--- config.mk ---
export PLATFORM = sky130hd
export DESIGN_NAME = turtle_pen_command_unit
export DESIGN_NICKNAME = d
export VERILOG_FILES = /design/src/sv/tpcu_pkg.sv /design/src/sv/tpcu_step.sv /design/src/sv/turtle_pen_command_unit.sv
export SDC_FILE = /design/constraint.sdc
export NUM_CORES = 1
export LEC_CHECK = 0
export ABC_AREA = 1
export BUFFER_PORTS_ARGS = -buffer_cell sky130_fd_sc_hd__clkbuf_2
export CORE_MARGIN = 3
export CORE_UTILIZATION = 54
export CTS_BUF_LIST = sky130_fd_sc_hd__clkbuf_8
export CTS_CLUSTER_DIAMETER = 80
export DETAILED_ROUTE_END_ITERATION = 8
export GPL_ROUTABILITY_DRIVEN = 1
export PLACE_DENSITY = 0.87
export SLEW_MARGIN = 20
export SYNTH_ARGS = -nofsm -noshare
export SYNTH_HDL_FRONTEND = slang
export SYNTH_SLANG_ARGS = --single-unit
--- constraint.sdc ---
create_clock -name clk -period 3.2 [get_ports clk]
set_input_delay 0.32 -clock clk [delete_from_list [all_inputs] [get_ports clk]]
set_output_delay 0.32 -clock clk [all_outputs]
set_load 0.005 [all_outputs]
--- src/sv/tpcu_pkg.sv ---
// ----------------------------------------------------------------------------
// Turtle pen command unit package
// Command codes, field widths, reset values and the types shared between the
// top level and the command step logic.
// ----------------------------------------------------------------------------
package tpcu_pkg;

  // Field widths of the transaction payloads
  localparam int MODE_W   = 3;
  localparam int AMOUNT_W = 16;
  localparam int COORD_W  = 9;
  localparam int COLOUR_W = 8;

  // Default canvas size
  localparam int CANVAS_WIDTH_DEF  = 512;
  localparam int CANVAS_HEIGHT_DEF = 512;

  // Brightest grey level
  localparam logic [COLOUR_W-1:0] COLOUR_MAX = '1;

  // Command codes
  localparam logic [MODE_W-1:0] MODE_PEN_DOWN   = 3'd0;
  localparam logic [MODE_W-1:0] MODE_PEN_UP     = 3'd1;
  localparam logic [MODE_W-1:0] MODE_TURN_RIGHT = 3'd2;
  localparam logic [MODE_W-1:0] MODE_TURN_LEFT  = 3'd3;
  localparam logic [MODE_W-1:0] MODE_COLOUR     = 3'd4;
  localparam logic [MODE_W-1:0] MODE_FORWARD    = 3'd5;
  localparam logic [MODE_W-1:0] MODE_BACKWARD   = 3'd6;

  typedef logic [1:0] heading_t;

  // Heading codes: bit 0 selects the y axis, bit 1 the negative direction
  localparam heading_t HEADING_POS_X = 2'd0;
  localparam heading_t HEADING_POS_Y = 2'd1;
  localparam heading_t HEADING_NEG_X = 2'd2;
  localparam heading_t HEADING_NEG_Y = 2'd3;

  // Pen state that is not a coordinate
  typedef struct packed {
    heading_t            heading;
    logic [COLOUR_W-1:0] colour;
    logic                down;
  } tpcu_pen_t;

  localparam tpcu_pen_t PEN_RESET = '{
    heading: HEADING_POS_X,
    colour:  '0,
    down:    1'b1
  };

  // One result transaction
  typedef struct packed {
    logic                line_draw;
    logic [COORD_W-1:0]  line_x0;
    logic [COORD_W-1:0]  line_y0;
    logic [COORD_W-1:0]  line_x1;
    logic [COORD_W-1:0]  line_y1;
    logic [COLOUR_W-1:0] line_colour;
    logic [COORD_W-1:0]  end_x;
    logic [COORD_W-1:0]  end_y;
  } tpcu_result_t;

endpackage

--- src/sv/tpcu_step.sv ---
// ----------------------------------------------------------------------------
// Turtle pen command step
// Applies one command to the turtle state: pen and heading updates, colour
// saturation, and the clamped move along the heading. Builds the result.
// ----------------------------------------------------------------------------
module tpcu_step
  import tpcu_pkg::*;
#(
  parameter int CANVAS_WIDTH  = CANVAS_WIDTH_DEF,
  parameter int CANVAS_HEIGHT = CANVAS_HEIGHT_DEF,
  localparam int XW = $clog2(CANVAS_WIDTH),
  localparam int YW = $clog2(CANVAS_HEIGHT)
) (
  input  logic [MODE_W-1:0]          mode,
  input  logic signed [AMOUNT_W-1:0] amount,
  input  logic [XW-1:0]              cur_x,
  input  logic [YW-1:0]              cur_y,
  input  tpcu_pen_t                  pen,
  output logic [XW-1:0]              x_nxt,
  output logic [YW-1:0]              y_nxt,
  output tpcu_pen_t                  pen_nxt,
  output tpcu_result_t               result
);

  // Sum width: coordinate plus a negated step, with a sign bit
  localparam int CW    = (XW > YW) ? XW : YW;
  localparam int DW    = ((CW + 1) > (AMOUNT_W + 1)) ? (CW + 1) : (AMOUNT_W + 1);
  localparam int SUM_W = DW + 1;

  localparam logic signed [SUM_W-1:0] X_LIMIT = SUM_W'(CANVAS_WIDTH - 1);
  localparam logic signed [SUM_W-1:0] Y_LIMIT = SUM_W'(CANVAS_HEIGHT - 1);

  localparam logic signed [AMOUNT_W-1:0] AMOUNT_COLOUR_MAX = AMOUNT_W'(COLOUR_MAX);

  logic                    is_move;
  logic                    flip;
  logic signed [SUM_W-1:0] amt_ext;
  logic signed [SUM_W-1:0] delta;
  logic signed [SUM_W-1:0] base_x;
  logic signed [SUM_W-1:0] base_y;
  logic signed [SUM_W-1:0] sum_x;
  logic signed [SUM_W-1:0] sum_y;
  logic [XW-1:0]           move_x;
  logic [YW-1:0]           move_y;
  logic [COLOUR_W-1:0]     colour_sat;

  // Signed step along the heading; backward and negative headings flip it
  always_comb begin
    is_move = (mode == MODE_FORWARD) || (mode == MODE_BACKWARD);
    flip    = (mode == MODE_BACKWARD) ^ pen.heading[1];
    amt_ext = SUM_W'(amount);
    delta   = flip ? -amt_ext : amt_ext;
    base_x  = $signed(SUM_W'(cur_x));
    base_y  = $signed(SUM_W'(cur_y));
    sum_x   = pen.heading[0] ? base_x : base_x + delta;
    sum_y   = pen.heading[0] ? base_y + delta : base_y;
  end

  // Clamp each coordinate to the canvas
  always_comb begin
    if (sum_x < 0) begin
      move_x = '0;
    end else if (sum_x > X_LIMIT) begin
      move_x = X_LIMIT[XW-1:0];
    end else begin
      move_x = sum_x[XW-1:0];
    end
    if (sum_y < 0) begin
      move_y = '0;
    end else if (sum_y > Y_LIMIT) begin
      move_y = Y_LIMIT[YW-1:0];
    end else begin
      move_y = sum_y[YW-1:0];
    end
  end

  // Saturate the colour value to a grey level
  always_comb begin
    if (amount < 0) begin
      colour_sat = '0;
    end else if (amount > AMOUNT_COLOUR_MAX) begin
      colour_sat = COLOUR_MAX;
    end else begin
      colour_sat = amount[COLOUR_W-1:0];
    end
  end

  // Decode the command
  always_comb begin
    pen_nxt = pen;
    x_nxt   = cur_x;
    y_nxt   = cur_y;
    unique case (mode)
      MODE_PEN_DOWN:   pen_nxt.down    = 1'b1;
      MODE_PEN_UP:     pen_nxt.down    = 1'b0;
      MODE_TURN_RIGHT: pen_nxt.heading = pen.heading + 2'd1;
      MODE_TURN_LEFT:  pen_nxt.heading = pen.heading - 2'd1;
      MODE_COLOUR:     pen_nxt.colour  = colour_sat;
      MODE_FORWARD, MODE_BACKWARD: begin
        x_nxt = move_x;
        y_nxt = move_y;
      end
      default: begin
        // unused code: hold the state
      end
    endcase
  end

  // Build the result transaction
  always_comb begin
    result.line_draw   = is_move & pen.down;
    result.line_x0     = COORD_W'(cur_x);
    result.line_y0     = COORD_W'(cur_y);
    result.line_x1     = COORD_W'(x_nxt);
    result.line_y1     = COORD_W'(y_nxt);
    result.line_colour = pen_nxt.colour;
    result.end_x       = COORD_W'(x_nxt);
    result.end_y       = COORD_W'(y_nxt);
  end

endmodule

--- src/sv/turtle_pen_command_unit.sv ---
// ----------------------------------------------------------------------------
// Turtle pen command unit
// Interprets pen-plotter commands and reports one segment result per command.
// ----------------------------------------------------------------------------
// The unit accepts one command every clock cycle while the output is not
// stalled and returns one result for each, in order. A command is held in an
// input register, applied to the turtle state by combinational add, clamp and
// select logic, and placed in the result register, whose loading raises
// out_valid. The state update of one command feeds the next through the
// turtle state registers, which sets the rate of one command per cycle
// while the output is not stalled. While a result waits on out_ready the
// input register still takes one more command, and in_ready falls only
// when both are full.
// ----------------------------------------------------------------------------
module turtle_pen_command_unit
  import tpcu_pkg::*;
#(
  parameter int CANVAS_WIDTH  = CANVAS_WIDTH_DEF,
  parameter int CANVAS_HEIGHT = CANVAS_HEIGHT_DEF
) (
  input  logic                       clk,
  input  logic                       rst_n,
  input  logic                       in_valid,
  output logic                       in_ready,
  input  logic [MODE_W-1:0]          in_mode,
  input  logic signed [AMOUNT_W-1:0] in_amount,
  output logic                       out_valid,
  input  logic                       out_ready,
  output logic                       out_line_draw,
  output logic [COORD_W-1:0]         out_line_x0,
  output logic [COORD_W-1:0]         out_line_y0,
  output logic [COORD_W-1:0]         out_line_x1,
  output logic [COORD_W-1:0]         out_line_y1,
  output logic [COLOUR_W-1:0]        out_line_colour,
  output logic [COORD_W-1:0]         out_end_x,
  output logic [COORD_W-1:0]         out_end_y
);

  localparam int XW = $clog2(CANVAS_WIDTH);
  localparam int YW = $clog2(CANVAS_HEIGHT);

  localparam logic [XW-1:0] X_MAX = XW'(CANVAS_WIDTH - 1);
  localparam logic [YW-1:0] Y_MAX = YW'(CANVAS_HEIGHT - 1);

  // Input register
  logic                       in_vld_r;
  logic [MODE_W-1:0]          mode_r;
  logic signed [AMOUNT_W-1:0] amount_r;

  // Turtle state
  logic [XW-1:0] cur_x_r;
  logic [YW-1:0] cur_y_r;
  tpcu_pen_t     pen_r;
  logic [XW-1:0] cur_x_nxt;
  logic [YW-1:0] cur_y_nxt;
  tpcu_pen_t     pen_nxt;

  // Result register
  logic         out_vld_r;
  tpcu_result_t res_r;
  tpcu_result_t res_nxt;

  logic advance;

  // Move a command out of the input register when the result slot frees up
  assign advance  = in_vld_r && (!out_vld_r || out_ready);
  assign in_ready = !in_vld_r || advance;

  tpcu_step #(
    .CANVAS_WIDTH  (CANVAS_WIDTH),
    .CANVAS_HEIGHT (CANVAS_HEIGHT)
  ) u_step (
    .mode    (mode_r),
    .amount  (amount_r),
    .cur_x   (cur_x_r),
    .cur_y   (cur_y_r),
    .pen     (pen_r),
    .x_nxt   (cur_x_nxt),
    .y_nxt   (cur_y_nxt),
    .pen_nxt (pen_nxt),
    .result  (res_nxt)
  );

  // Capture an accepted command transaction
  always_ff @(posedge clk) begin
    if (!rst_n) begin
      in_vld_r <= 1'b0;
    end else if (in_ready) begin
      in_vld_r <= in_valid;
    end
  end

  always_ff @(posedge clk) begin
    if (in_valid && in_ready) begin
      mode_r   <= in_mode;
      amount_r <= in_amount;
    end
  end

  // Advance the turtle state once per applied command
  always_ff @(posedge clk) begin
    if (!rst_n) begin
      cur_x_r <= '0;
      cur_y_r <= '0;
      pen_r   <= PEN_RESET;
    end else if (advance) begin
      cur_x_r <= cur_x_nxt;
      cur_y_r <= cur_y_nxt;
      pen_r   <= pen_nxt;
    end
  end

  // Hold the result until the output transaction completes
  always_ff @(posedge clk) begin
    if (!rst_n) begin
      out_vld_r <= 1'b0;
    end else if (advance) begin
      out_vld_r <= 1'b1;
    end else if (out_ready) begin
      out_vld_r <= 1'b0;
    end
  end

  always_ff @(posedge clk) begin
    if (advance) begin
      res_r <= res_nxt;
    end
  end

  assign out_valid       = out_vld_r;
  assign out_line_draw   = res_r.line_draw;
  assign out_line_x0     = res_r.line_x0;
  assign out_line_y0     = res_r.line_y0;
  assign out_line_x1     = res_r.line_x1;
  assign out_line_y1     = res_r.line_y1;
  assign out_line_colour = res_r.line_colour;
  assign out_end_x       = res_r.end_x;
  assign out_end_y       = res_r.end_y;

`ifndef ASSERT_OFF
  // The turtle never leaves the canvas
  a_on_canvas: assert property (@(posedge clk) disable iff (!rst_n)
    (cur_x_r <= X_MAX) && (cur_y_r <= Y_MAX))
    else $error("turtle position off the canvas");

  // An empty result slot never blocks the input side
  a_ready_when_empty: assert property (@(posedge clk) disable iff (!rst_n)
    !out_vld_r |-> in_ready)
    else $error("input stalled with an empty result register");

  // A command other than a move reports a point and draws nothing
  a_still_point: assert property (@(posedge clk) disable iff (!rst_n)
    advance && (mode_r != MODE_FORWARD) && (mode_r != MODE_BACKWARD) |=>
      !res_r.line_draw && (res_r.line_x0 == res_r.line_x1) &&
      (res_r.line_y0 == res_r.line_y1))
    else $error("non-move command produced a segment");

  // A right turn steps the heading by one
  a_turn_right: assert property (@(posedge clk) disable iff (!rst_n)
    advance && (mode_r == MODE_TURN_RIGHT) |=>
      pen_r.heading == 2'($past(pen_r.heading) + 2'd1))
    else $error("right turn did not advance the heading");
`endif

endmodule

==> summary.md <==
| Metric | Value |
|---|---|
| Die area | `0.0118 mm²` |
| Syn avg cell area | `7.70 µm²` |
| Req. time, crit path | `3.32 ns` |
| CP startpoint kind | `flip-flop` |
| GRT Overall Usage | `23.7%` |
| Power consumption | `3.10 mW` |
| Area growth syn-to-layout | `26.9%` |
| Synth top area cells | `edfxtp_1 (34%), nand2_1 (15%), dfxtp_1 (11%)` |
| Pin count of the biggest net entering global routing | `39` |
| Drc violations | `0` |
| Pleak | `3.46 nW` |
| Flops & latches, synth | `95` |
| Minimum clock period | `3.54 ns` |
| Mux share of post-synthesis cell area | `0%` |
| Unrepaired setup endpoints after global routing | `true` |
| WL final | `15500 µm` |
| Finished Core Util | `71.9%` |
| Internal | `2.06 mW` |
| WS Path Type | `flip-flop to flip-flop` |
| TritonCTS Buffers | `9` |
| H-tree depth | `3` |
| Diode count | `0` |
| Final setup violating endpoints | `36` |
| Yosys warns | `0` |
| Combinational power share | `28.3%` |
| Die H | `108 µm` |
| Post-synth EDFFs | `64` |
| Clock share of power | `24.7%` |
| Vias in the first global route | `4875` |
| Wire per inst | `15.6 µm` |
| Iteration-0 DRC count of the detailed router | `571` |
| Layout cells sized above 1 | `32.5%` |
| Vias per Instance | `5.68` |
| CTS Sinks | `95` |
| CTS tree | `built` |
| Failing checks | `setup timing` |
| Post-synthesis compound-gate area fraction | `10.1%` |
| Post-synthesis xor/xnor area fraction | `2.94%` |
| GP Congestion | `0.956` |
| Post-Syn Area | `0.00567 mm²` |
| Flop pwr share | `46.9%` |
| Io pins | `88` |
| Clock latency on the worst-skew pair | `0.38 ns` |
| Highest Clock Rate | `282 MHz` |
| DR pass1 iterations | `5` |
| Fin Setup TNS | `-10.99 ns` |
| Final ANT Viol Nets | `0` |
| Distinct cell type count after synthesis | `35` |
| Setup Skew | `0.0166 ns` |
| Post-Synth Simple-Gate Area | `26.5%` |
| Setup slack, reg-to-reg | `-0.34 ns` |
| CP Data Arrival Time | `3.66 ns` |
| Switching power total | `1.04 mW` |
| Initial antenna violation count | `0` |
| Worst-Margin Slew | `0.956 ns` |
| Setup crit end kind | `flip-flop` |
| Worst Slack Setup Final | `-0.340 ns` |
| Ys flop type | `edfxtp_1` |
| Starting density of the core | `56.7%` |
| Final Cycle Share | `111%` |
| Hold/Removal Path Class | `primary input to flip-flop` |
| Final nets | `903` |
| Die Width | `108 µm` |
| Worst hold slack | `0.115 ns` |
| Post-synthesis adder-cell area fraction | `4.90%` |
| Outcome | `complete, but fails checks` |
| CTS root buffer | `clkbuf_8` |
| Post-DP HPWL | `9400 µm` |
| Clock Path Buffers | `2` |
| Post-CTS Hold Buffers | `0` |
| Routed via count | `5658` |
| Crit path max fanout | `6` |
| CORE AREA | `0.0100 mm²` |
| Max-slew violation count | `0` |
| First-pass GRT wire length | `22200 µm` |
| Synthesized Nets | `780` |
| Largest family of logic cells by synthesized area | `simple AND/OR/NAND/NOR gates` |
| Max-Cap Viols | `0` |
| Synth top cells by count | `nand2_1 (224), inv_1 (96), edfxtp_1 (64)` |
| Slew headroom | `35.8%` |
| Count leader, synth | `nand2_1` |
| Sw Ratio | `33.6%` |
| Seq/Total Area, Yosys | `44.8%` |
| # rows | `36` |
| Post-synth top area cell | `edfxtp_1` |
| Share of async-settable or async-resettable flops after synthesis | `0%` |
| PwrDens | `431 mW/mm²` |
| Share of the synthesized area in the top cell type | `33.9%` |
| Port-buffer cells | `87` |
| Largest vdd supply drop | `0.254 mV` |
| Clk pin slew, worst setup/hold paths | `0.11 ns` |
| Gr ovfl total | `0` |
| Cells after Synth | `736` |
| Hold Violations, Final | `0` |
==> worst max-delay path, stage by stage (launching register included) <==
cell      delay [ns]
edfxtp_1        0.43
inv_2           0.11
nand4_1         0.16
nand2_2         0.20
inv_4           0.08
a31oi_4         0.16
xor2_2          0.26
buf_4           0.18
ha_4            0.22
a21o_1          0.22
a21boi_4        0.18
nand3_4         0.12
inv_2           0.07
nand2_1         0.04
nand2_1         0.06
nand2_1         0.07
nor3_2          0.22
nand2_2         0.13
nand2_4         0.14
nand2_1         0.07
nand2_1         0.08
nand2_1         0.07
==> repair_timing <==
action	4_1_cts	5_1_grt
pin swaps	22	47
endpoints found under the setup margin	36	36
gates resized for setup	36	77
cloned	2	0
buffers inserted	8	7
==> metal layers <==
metal  part of all wire [%]  vias to the layer above  GRT usage [%]  wire length (µm)
met3                    9.6                       82           4.06              1500
met2                     48                      368           39.5              7510
met5                      0                        -              0                 0
met1                     37                     2589           29.7              5790
li1                       -                     2619              -                 -
met4                    4.7                        0           11.5               727
==> power groups by stage <==
stage | Combinational, mW | Sequential (mW) | Clock [mW]
floorplan | 0.458 | 1.47 | 0
global placement | 0.657 | 1.47 | 0
detailed placement | 0.677 | 1.48 | 0
CTS | 0.741 | 1.45 | 0.772
global route | 0.955 | 1.46 | 0.830
finish | 0.879 | 1.46 | 0.767
==> placed cells by master, fill, tap and decap left out, types with 13 or more instances in the layout <==
cell,count
a21oi_1,35
buf_4,52
clkbuf_2,87
dfxtp_1,31
edfxtp_1,64
ha_4,13
inv_1,85
inv_2,19
nand2_1,187
nand2_2,43
nand3_1,52
nor2_1,32
o21ai_0,51
==> layout make-up <==
cell class	instances	area, µm²
Clock inverter	7	63.8
Inverter	107	404
Clock buffer	9	124
Multi-Input combinational cell	504	3020
Tap cell	133	166
Sequential cell	95	2540
Fill cell	670	2810
Timing Repair Buffer	142	868
==> logic make-up after synthesis <==
family | Yosys count
AND/OR/NAND/NOR | 353
AO/OA/AOI/OAI | 109
XOR/XNOR | 19
adder cells (fa/ha/maj) | 21
buffers and inverters | 139
flip-flops | 95
==> worst paths after layout <==
path / start / to / cells past startpoint
min reg2reg: pen_r[0] / pen_r[0] / 2
max reg2reg: mode_r[0] / out_end_x[8] / 21
min: in_mode[2] / mode_r[2] / 1
max: mode_r[0] / out_end_x[8] / 21
==> sequential cells by signal, indices dropped and copies added, names as in the netlist, 9 cells and up <==
signal	count
pen_r	11
out_end_y	9
cur_y_r	9
out_line_x0	9
out_end_x	9
out_line_y0	9
cur_x_r	9
amount_r	16
==> per-stage QoR <==
| stage | setup slack (ns) | cell area [µm²] | instances |
|---|---|---|---|
| 5_1_grt | -0.496 | 7190 | 997 |
| 3_3_place_gp | -0.309 | 6390 | 965 |
| 6_report | -0.340 | 7190 | 997 |
| 3_5_place_dp | -0.322 | 6390 | 965 |
| 4_1_cts | -0.0684 | 6830 | 991 |
| 2_1_floorplan | -0.00112 | 5670 | 736 |
Power figures use the tool's default switching activity.
